## config.mk

```make
export PLATFORM = sky130hd
export DESIGN_NAME = layer_order_table_flat
export DESIGN_NICKNAME = d
export VERILOG_FILES = /design/src/rtl/lot_pkg.sv /design/src/rtl/lot_if.sv /design/src/rtl/lot_cell.sv /design/src/rtl/layer_order_table.sv /design/src/flat_wrapper.sv
export SDC_FILE = /design/constraint.sdc
export NUM_CORES = 1
export LEC_CHECK = 0
export BUFFER_PORTS_ARGS = -buffer_cell sky130_fd_sc_hd__buf_2
export CORE_UTILIZATION = 40
export CTS_BUF_LIST = sky130_fd_sc_hd__clkbuf_4
export DETAILED_ROUTE_END_ITERATION = 7
export GPL_ROUTABILITY_DRIVEN = 1
export PLACE_DENSITY = 0.63
export RECOVER_POWER = 25
export SYNTH_ARGS = -nofsm -noshare
export SYNTH_HDL_FRONTEND = slang
export SYNTH_SLANG_ARGS = --single-unit
```

## constraint.sdc

```tcl
create_clock -name clk -period 4.3 [get_ports clk]
set_input_delay 0.215 -clock clk [delete_from_list [all_inputs] [get_ports clk]]
set_output_delay 0.215 -clock clk [all_outputs]
set_load 0.05 [all_outputs]
```

## src/rtl/lot_pkg.sv

```systemverilog
// shared types and codes for the layer order table
package lot_pkg;

    // fixed widths of the request and response fields
    localparam int ACTION_W = 3;
    localparam int WIN_ID_W = 16;
    localparam int POS_W    = 4;
    localparam int COUNT_W  = 5;

    typedef logic [ACTION_W-1:0] action_t;

    // request codes
    localparam action_t ACT_OPEN     = 3'd0;
    localparam action_t ACT_DESTROY  = 3'd1;
    localparam action_t ACT_RAISE    = 3'd2;
    localparam action_t ACT_ACTIVATE = 3'd3;
    localparam action_t ACT_QUERY    = 3'd4;

    // per-cycle operation broadcast to every cell
    typedef logic [2:0] cell_op_t;

    localparam cell_op_t CELL_HOLD   = 3'd0;
    localparam cell_op_t CELL_MATCH  = 3'd1;
    localparam cell_op_t CELL_PUSH   = 3'd2;
    localparam cell_op_t CELL_REMOVE = 3'd3;
    localparam cell_op_t CELL_LIFT   = 3'd4;

    // control from the sequencer to the cells
    typedef struct packed {
        cell_op_t         op;
        logic [POS_W-1:0] qpos;
    } cell_ctl_t;

    // status from a cell back to the sequencer and its neighbors
    typedef struct packed {
        logic valid;
        logic hit;
        logic qsel;
    } cell_stat_t;

    // sequencer states
    typedef logic [2:0] seq_state_t;

    localparam seq_state_t S_IDLE  = 3'd0;
    localparam seq_state_t S_MATCH = 3'd1;
    localparam seq_state_t S_EXEC  = 3'd2;
    localparam seq_state_t S_TOP   = 3'd3;
    localparam seq_state_t S_OUT   = 3'd4;

endpackage

```

## src/rtl/lot_if.sv

```systemverilog
// request and response channel interfaces of the layer order table
interface lot_req_if
    import lot_pkg::*;
();
    logic                valid;
    logic                ready;
    logic [ACTION_W-1:0] action;
    logic [WIN_ID_W-1:0] window_id;
    logic [POS_W-1:0]    stack_position;

    modport source (output valid, action, window_id, stack_position, input ready);
    modport sink   (input valid, action, window_id, stack_position, output ready);
endinterface

interface lot_rsp_if
    import lot_pkg::*;
();
    logic                valid;
    logic                ready;
    logic                ok;
    logic [WIN_ID_W-1:0] result_id;
    logic [COUNT_W-1:0]  entry_count;
    logic [WIN_ID_W-1:0] active_id;

    modport source (output valid, ok, result_id, entry_count, active_id, input ready);
    modport sink   (input valid, ok, result_id, entry_count, active_id, output ready);
endinterface

```

## src/rtl/lot_cell.sv

```systemverilog
// one order position of the table: holds an id and trades it with its neighbors
module lot_cell
    import lot_pkg::*;
#(
    parameter int INDEX   = 0,
    parameter int ID_BITS = 16,
    parameter int KEY_W   = 16
) (
    input  logic               clk,
    input  logic               rst_n,
    input  cell_ctl_t          ctl,
    input  logic [KEY_W-1:0]   key,
    input  logic               shift_en,
    input  logic               lower_valid,
    input  logic               upper_valid,
    input  logic [ID_BITS-1:0] upper_id,
    output cell_stat_t         stat,
    output logic [ID_BITS-1:0] id,
    output logic [ID_BITS-1:0] sel_term,
    output logic [ID_BITS-1:0] top_term
);

    logic               valid_reg, valid_next;
    logic               hit_reg, hit_next;
    logic               qsel_reg, qsel_next;
    logic [ID_BITS-1:0] id_reg, id_next;
    logic               key_hit;
    logic               pos_hit;

    // compare against the broadcast key and query position
    assign key_hit = valid_reg && (KEY_W'(id_reg) == key) && (key != '0);
    assign pos_hit = valid_reg && (INDEX < (1 << POS_W)) && (ctl.qpos == POS_W'(INDEX));

    // next state of the cell
    always_comb
    begin
        valid_next = valid_reg;
        hit_next   = hit_reg;
        qsel_next  = qsel_reg;
        id_next    = id_reg;
        case (ctl.op)
            CELL_MATCH:
            begin
                hit_next  = key_hit;
                qsel_next = pos_hit;
            end
            CELL_PUSH:
            begin
                // first free position takes the new id
                if (lower_valid && !valid_reg)
                begin
                    valid_next = 1'b1;
                    id_next    = key[ID_BITS-1:0];
                end
            end
            CELL_REMOVE:
            begin
                // close the gap from above
                if (shift_en)
                begin
                    valid_next = upper_valid;
                    id_next    = upper_id;
                end
            end
            CELL_LIFT:
            begin
                // slide down, the top position takes the lifted id
                if (shift_en && valid_reg)
                begin
                    id_next = upper_valid ? upper_id : key[ID_BITS-1:0];
                end
            end
            default:
            begin
            end
        endcase
    end

    // control bits
    always_ff @(posedge clk or negedge rst_n)
    begin
        if (!rst_n)
        begin
            valid_reg <= 1'b0;
            hit_reg   <= 1'b0;
            qsel_reg  <= 1'b0;
        end
        else
        begin
            valid_reg <= valid_next;
            hit_reg   <= hit_next;
            qsel_reg  <= qsel_next;
        end
    end

    // stored id, only meaningful while valid
    always_ff @(posedge clk)
    begin
        id_reg <= id_next;
    end

    assign stat.valid = valid_reg;
    assign stat.hit   = hit_reg;
    assign stat.qsel  = qsel_reg;
    assign id         = id_reg;
    assign sel_term   = qsel_reg ? id_reg : '0;
    assign top_term   = (valid_reg && !upper_valid) ? id_reg : '0;

endmodule

```

## src/rtl/layer_order_table.sv

```systemverilog
// layer order table: a chain of order cells driven by a request sequencer
//
// Requests arrive on req (valid/ready) and each produces exactly one response
// on rsp. The table is a row of MAX_ENTRIES cells, cell 0 the bottom of the
// order; each cell keeps one id and exchanges it with its upper neighbor when
// the order shifts.
// Sequence: accept, a compare state (S_MATCH), an execute state (S_EXEC),
// then the output state loads the response into the output register. Destroy
// of the active entry passes through S_TOP to pick the new top, unless it was
// the last entry. Open repeats the compare/execute pair once for every
// candidate id that is already taken.
// Flow: one request at a time; req.ready is high only while the sequencer is
// idle, so a new request is taken as soon as the previous one has reached the
// output register, even if that response is still waiting.
// Reset: empty table, next id 1, no active entry; no clearing pass is needed.
// When rsp is stalled the response holds and the sequencer waits in its
// output state with the next result until the output register frees up.
module layer_order_table
    import lot_pkg::*;
#(
    parameter int MAX_ENTRIES = 16,
    parameter int ID_BITS     = 16
) (
    input  logic      clk,
    input  logic      rst_n,
    lot_req_if.sink   req,
    lot_rsp_if.source rsp
);

    localparam int KEY_W = (ID_BITS > WIN_ID_W) ? ID_BITS : WIN_ID_W;
    localparam int CNT_W = $clog2(MAX_ENTRIES + 1);

    seq_state_t           state_reg, state_next;
    action_t              act_reg;
    logic [WIN_ID_W-1:0]  win_reg;
    logic [POS_W-1:0]     qpos_reg;
    logic [CNT_W-1:0]     count_reg, count_next;
    logic [ID_BITS-1:0]   next_id_reg, next_id_next;
    logic [ID_BITS-1:0]   active_reg, active_next;
    logic                 res_ok_reg, res_ok_next;
    logic [ID_BITS-1:0]   res_id_reg, res_id_next;

    logic                 out_valid_reg;
    logic                 out_ok_reg;
    logic [WIN_ID_W-1:0]  out_id_reg;
    logic [COUNT_W-1:0]   out_cnt_reg;
    logic [WIN_ID_W-1:0]  out_act_reg;

    cell_ctl_t            ctl;
    logic [KEY_W-1:0]     key;
    cell_stat_t           stat_arr [MAX_ENTRIES];
    logic [ID_BITS-1:0]   id_arr   [MAX_ENTRIES];
    logic [ID_BITS-1:0]   sel_arr  [MAX_ENTRIES];
    logic [ID_BITS-1:0]   top_arr  [MAX_ENTRIES];
    logic [MAX_ENTRIES-1:0] valid_vec;
    logic [MAX_ENTRIES-1:0] hit_vec;
    logic [MAX_ENTRIES-1:0] qsel_vec;
    logic [MAX_ENTRIES-1:0] shift_vec;
    logic [ID_BITS-1:0]   sel_or;
    logic [ID_BITS-1:0]   top_or;
    logic                 any_hit;
    logic [ID_BITS-1:0]   id_inc;
    logic [ID_BITS-1:0]   id_adv;
    logic                 load_out;

    // key seen by the cells: candidate id for open, named id otherwise
    assign key = (act_reg == ACT_OPEN) ? KEY_W'(next_id_reg) : KEY_W'(win_reg);

    // gather cell status
    always_comb
    begin
        sel_or = '0;
        top_or = '0;
        for (int p = 0; p < MAX_ENTRIES; p++)
        begin
            valid_vec[p] = stat_arr[p].valid;
            hit_vec[p]   = stat_arr[p].hit;
            qsel_vec[p]  = stat_arr[p].qsel;
            sel_or       = sel_or | sel_arr[p];
            top_or       = top_or | top_arr[p];
        end
    end

    // ids are unique, so the hit is one-hot; cells at and above it shift
    assign any_hit   = |hit_vec;
    assign shift_vec = ~(hit_vec - MAX_ENTRIES'(1));

    // cell row
    for (genvar p = 0; p < MAX_ENTRIES; p++)
    begin : g_cell
        logic               lower_valid;
        logic               upper_valid;
        logic [ID_BITS-1:0] upper_id;

        if (p == 0)
        begin : g_bottom
            assign lower_valid = 1'b1;
        end
        else
        begin : g_lower
            assign lower_valid = valid_vec[p-1];
        end

        if (p == MAX_ENTRIES - 1)
        begin : g_top
            assign upper_valid = 1'b0;
            assign upper_id    = '0;
        end
        else
        begin : g_upper
            assign upper_valid = valid_vec[p+1];
            assign upper_id    = id_arr[p+1];
        end

        lot_cell #(
            .INDEX   (p),
            .ID_BITS (ID_BITS),
            .KEY_W   (KEY_W)
        ) u_cell (
            .clk         (clk),
            .rst_n       (rst_n),
            .ctl         (ctl),
            .key         (key),
            .shift_en    (shift_vec[p]),
            .lower_valid (lower_valid),
            .upper_valid (upper_valid),
            .upper_id    (upper_id),
            .stat        (stat_arr[p]),
            .id          (id_arr[p]),
            .sel_term    (sel_arr[p]),
            .top_term    (top_arr[p])
        );
    end

    // next id after the candidate, skipping zero
    assign id_inc = next_id_reg + ID_BITS'(1);
    assign id_adv = (id_inc == '0) ? ID_BITS'(1) : id_inc;

    assign load_out = (state_reg == S_OUT) && (!out_valid_reg || rsp.ready);

    // request sequencer
    always_comb
    begin
        state_next   = state_reg;
        count_next   = count_reg;
        next_id_next = next_id_reg;
        active_next  = active_reg;
        res_ok_next  = res_ok_reg;
        res_id_next  = res_id_reg;
        ctl.op       = CELL_HOLD;
        ctl.qpos     = qpos_reg;
        case (state_reg)
            S_IDLE:
            begin
                if (req.valid)
                begin
                    state_next = S_MATCH;
                end
            end
            S_MATCH:
            begin
                ctl.op     = CELL_MATCH;
                state_next = S_EXEC;
            end
            S_EXEC:
            begin
                res_ok_next = 1'b0;
                res_id_next = '0;
                state_next  = S_OUT;
                case (act_reg)
                    ACT_OPEN:
                    begin
                        // a free entry always leaves a free id among the next
                        // few candidates, so the search always ends
                        if (count_reg != CNT_W'(MAX_ENTRIES))
                        begin
                            next_id_next = id_adv;
                            if (any_hit)
                            begin
                                state_next = S_MATCH;
                            end
                            else
                            begin
                                ctl.op      = CELL_PUSH;
                                count_next  = count_reg + CNT_W'(1);
                                active_next = next_id_reg;
                                res_ok_next = 1'b1;
                                res_id_next = next_id_reg;
                            end
                        end
                    end
                    ACT_DESTROY:
                    begin
                        if (any_hit)
                        begin
                            ctl.op      = CELL_REMOVE;
                            count_next  = count_reg - CNT_W'(1);
                            res_ok_next = 1'b1;
                            if (KEY_W'(active_reg) == key)
                            begin
                                if (count_reg == CNT_W'(1))
                                begin
                                    active_next = '0;
                                end
                                else
                                begin
                                    state_next = S_TOP;
                                end
                            end
                        end
                    end
                    ACT_RAISE:
                    begin
                        if (any_hit)
                        begin
                            ctl.op      = CELL_LIFT;
                            res_ok_next = 1'b1;
                        end
                    end
                    ACT_ACTIVATE:
                    begin
                        if (any_hit)
                        begin
                            ctl.op      = CELL_LIFT;
                            active_next = key[ID_BITS-1:0];
                            res_ok_next = 1'b1;
                        end
                    end
                    ACT_QUERY:
                    begin
                        res_ok_next = |qsel_vec;
                        res_id_next = sel_or;
                    end
                    default:
                    begin
                    end
                endcase
            end
            S_TOP:
            begin
                // the destroyed entry was active: the new top takes over
                active_next = top_or;
                state_next  = S_OUT;
            end
            S_OUT:
            begin
                if (load_out)
                begin
                    state_next = S_IDLE;
                end
            end
            default:
            begin
                state_next = S_IDLE;
            end
        endcase
    end

    // sequencer and table control state
    always_ff @(posedge clk or negedge rst_n)
    begin
        if (!rst_n)
        begin
            state_reg   <= S_IDLE;
            count_reg   <= '0;
            next_id_reg <= ID_BITS'(1);
            active_reg  <= '0;
        end
        else
        begin
            state_reg   <= state_next;
            count_reg   <= count_next;
            next_id_reg <= next_id_next;
            active_reg  <= active_next;
        end
    end

    // request capture and pending result
    always_ff @(posedge clk)
    begin
        if (req.valid && req.ready)
        begin
            act_reg  <= req.action;
            win_reg  <= req.window_id;
            qpos_reg <= req.stack_position;
        end
        res_ok_reg <= res_ok_next;
        res_id_reg <= res_id_next;
    end

    // output register
    always_ff @(posedge clk or negedge rst_n)
    begin
        if (!rst_n)
        begin
            out_valid_reg <= 1'b0;
        end
        else if (load_out)
        begin
            out_valid_reg <= 1'b1;
        end
        else if (rsp.ready)
        begin
            out_valid_reg <= 1'b0;
        end
    end

    always_ff @(posedge clk)
    begin
        if (load_out)
        begin
            out_ok_reg  <= res_ok_reg;
            out_id_reg  <= WIN_ID_W'(res_id_reg);
            out_cnt_reg <= COUNT_W'(count_reg);
            out_act_reg <= WIN_ID_W'(active_reg);
        end
    end

    assign req.ready       = (state_reg == S_IDLE);
    assign rsp.valid       = out_valid_reg;
    assign rsp.ok          = out_ok_reg;
    assign rsp.result_id   = out_id_reg;
    assign rsp.entry_count = out_cnt_reg;
    assign rsp.active_id   = out_act_reg;

endmodule

```

## src/flat_wrapper.sv

```systemverilog
// flat-port wrapper written by rule: the top's interface ports become plain ports
module layer_order_table_flat import lot_pkg::*;
#(
    parameter int MAX_ENTRIES = 16,
    parameter int ID_BITS     = 16
)
  (clk, rst_n, req_valid, req_action, req_window_id, req_stack_position, req_ready, rsp_valid, rsp_ok, rsp_result_id, rsp_entry_count, rsp_active_id, rsp_ready);
  lot_req_if req_i ();
  lot_rsp_if rsp_i ();
  input  logic clk;
  input  logic rst_n;
  input wire logic [$bits(req_i.valid)-1:0] req_valid;
  input wire logic [$bits(req_i.action)-1:0] req_action;
  input wire logic [$bits(req_i.window_id)-1:0] req_window_id;
  input wire logic [$bits(req_i.stack_position)-1:0] req_stack_position;
  output wire logic [$bits(req_i.ready)-1:0] req_ready;
  output wire logic [$bits(rsp_i.valid)-1:0] rsp_valid;
  output wire logic [$bits(rsp_i.ok)-1:0] rsp_ok;
  output wire logic [$bits(rsp_i.result_id)-1:0] rsp_result_id;
  output wire logic [$bits(rsp_i.entry_count)-1:0] rsp_entry_count;
  output wire logic [$bits(rsp_i.active_id)-1:0] rsp_active_id;
  input wire logic [$bits(rsp_i.ready)-1:0] rsp_ready;
  assign req_i.valid = req_valid;
  assign req_i.action = req_action;
  assign req_i.window_id = req_window_id;
  assign req_i.stack_position = req_stack_position;
  assign req_ready = req_i.ready;
  assign rsp_valid = rsp_i.valid;
  assign rsp_ok = rsp_i.ok;
  assign rsp_result_id = rsp_i.result_id;
  assign rsp_entry_count = rsp_i.entry_count;
  assign rsp_active_id = rsp_i.active_id;
  assign rsp_i.ready = rsp_ready;
  layer_order_table #(.MAX_ENTRIES(MAX_ENTRIES), .ID_BITS(ID_BITS)) u_core (.clk(clk), .rst_n(rst_n), .req(req_i), .rsp(rsp_i));
endmodule
```

==> reports/metrics.yaml <==
cts_resized: 0
total_power_mw: 15.96
synthTopCellsByCount: "edfxtp_1 (334), xnor2_1 (268), nor2_1 (231), a21oi_1 (221), nand2_1 (190)"
dr_total_vias: 24170
ys_warn_count: 0
rsz0062_at_grt: "false"
syn-num-nets: 2567
largest_reg_flops: 256
die_h_um: 251.9
setup_viol_count_final: 0
layout_min_cycle_time_ns: 3.593
grt_pass1_vias: 22640
area_growth_pct: 15.17
cts_sinks: 423
min_path_cells: 4
yosys_register_bits: 423
insertion_delay_ns: 1.06
slowest_delay_ns: 0.90
ios: 67
drt_iter0_drc: 4102
reg2reg_depth: 7
outcome: "finished, violations left"
ys.flop_type: "edfxtp_1"
whs_ns: 0.08462
seq_area_frac_synth_pct: 49.06
cts_root_buf: "clkbuf_4"
fmax_mhz: 278.4
cellLeakagePower_nw: 9.790
synth.most_common_cell: "edfxtp_1"
grt_remaining_overflow: 0
grt_use_total_pct: 42.16
yosys-top-cells-area: "edfxtp_1 (40%), xnor2_1 (9.4%), dfrtp_1 (8.8%)"
end_kind: "flip-flop"
dr.pass1.iters: 8
clk_pin_slew_ns: 0.07
synth.avg_cell_area_um2: 9.864
grt_start_max_net_pins: 61
setup_slack_ns: 0.7074
worst_pin_slew_ns: 2.306
htree_levels: 4
cap_viol_max_count: 3
syn-instance-count: 2533
relSlewSlack_pct: -53.76
place_ws_ns: 0.8239
hold_buffers: 51
antenna_found_initial: 6
period_share_pct: 83.55
hold_viol_final: 0
ant_nets: 0
min_path_type: "in2reg"
cp_data_arrival_time_ns: 4.58
violations: "capacitance limit, slew limit"
startpoint_type: "flip-flop"
skew_ns: 0.08451
cts_setup_buffers: 0
wirelength_um: 134900
io_buffers: 66
crit_slowest_cell: "mux2i_4"
std_cell_rows: 91
path_class: "reg2reg"
r2r_slack_ns: 0.71
dieArea_um2: 63470
tritoncts: "yes"
setup_tns_ns: 0
grt_pass1_wl_um: 183700
synth_cell_type_count: 80
crit_fanout: 11
synth_area_um2: 24990
synth_top_cell_by_area: "edfxtp_1"
cts_buffers: 130
gp_congestion: 1.082
drv_slew: 99
die_x_um: 251.9
synth_edf_count: 334
crit_chain: "or3_1 > mux2i_4 > buf_4 > xnor2_1 > nor4_1 > nand3_1 > o21ai_1"
synthDominantCellAreaShare_pct: 40.14
wl_per_cell_um: 37.17
worstPathRequired_ns: 5.29
start_util_pct: 40.49
vias_per_cell: 6.659
peakVddDrop_v: 0.0002505
utilization_pct: 46.63
core_um2: 61710
powerDensity_nw_per_um2: 554.6
cts.path.max_buffers: 3
drive_above_1_share_pct: 15.97
fin_nets: 2716
dp_hpwl_um: 93890
drcViolationCount: 0
synth-async-reset-ratio_pct: 21.04
## metrics by stage
stage	instance area, um^2	std cells
after floorplan	24990	2533
after global placement	26600	3336
after detailed placement	26600	3336
after CTS	28810	3623
after global routing	28770	3626
final	28780	3630
## where the power goes
part	switching (mW)	internal (mW)	total, mW
registers	0.540	5.13	5.67
logic	4.22	1.88	6.10
clock network	2.03	2.15	4.18
## path summary, 6_finish.rpt
check	from	endpoint
min in group asynchronous	rst_n	u_core.g_cell[3].u_cell.hit_reg
min	rsp_ready	u_core.rsp.valid
min reg2reg	u_core.res_id_reg[4]	u_core.rsp.result_id[4]
max	u_core.act_reg[0]	u_core.g_cell[3].u_cell.hit_reg
max in group asynchronous	rst_n	u_core.active_reg[5]
max reg2reg	u_core.act_reg[0]	u_core.g_cell[3].u_cell.hit_reg
## cells in the final DEF (no fill, tap or decap), drive strengths merged, types with 6 or more instances in the layout
master / synthesis / layout
nor2: 231 / 231
edfxtp: 334 / 334
nor4: 60 / 60
nand3: 64 / 64
xnor2: 268 / 268
a221oi: 51 / 51
o2bb2ai: 6 / 6
clkbuf: 146 / 218
dlygate4sd3: 0 / 50
and2: 7 / 7
nor2b: 31 / 31
dfrtp: 88 / 88
a22o: 60 / 60
nand2: 190 / 190
a22oi: 128 / 128
o31ai: 9 / 9
inv: 22 / 27
diode: 0 / 7
and3b: 7 / 7
xor2: 37 / 37
nand4: 70 / 70
clkinv: 0 / 35
ha: 7 / 7
nand2b: 11 / 11
nor3: 50 / 50
o21ai: 198 / 198
o32a: 9 / 9
mux2i: 8 / 8
a211oi: 8 / 8
o221ai: 16 / 16
a21oi: 227 / 227
or3: 8 / 8
o31a: 6 / 6
buf: 88 / 172
o211ai: 6 / 6
## logic make-up after synthesis
group	Yosys count	share of synthesized area (%)
xor gates and xnor gates	305	10.69
and+or+nand+nor	760	14.78
AOI/OAI and AO/OA	774	20.19
buffers and inverters	256	4.362
DFF	423	49.06
adders and majority gates	7	0.3505
muxes	8	0.5709
## layer usage
layer	part of all wire (%)	up-vias	routed length (um)	GRT usage [%]
met5	0.034	-	46	0
met4	8.6	6	11630	30.49
met3	13	524	17610	15.72
met2	41	2035	55220	59.70
met1	37	11760	50420	52.51
li1	-	9848	-	-
## worst max-delay path: cells and delay by family (launching register included)
family | cells | cell delay [ns]
AOI/OAI and AO/OA | 1 | 0.21
xor gates and xnor gates | 1 | 0.09
muxes | 1 | 0.90
and+or+nand+nor | 3 | 1.50
buffers and inverters | 1 | 0.34
DFF | 1 | 0.52
## layout make-up
cell class                 instances  area, um^2
fill                            5933       32940
sequential                       423       12260
multi-input combinational       1854       11820
timing repair buffer             251        1868
clock buffer                     189        1419
tap                              837        1047
clock inverter                    47       262.8
inverter                          22       82.58
antenna                            7       17.52
(Power assumes the default switching activity.)
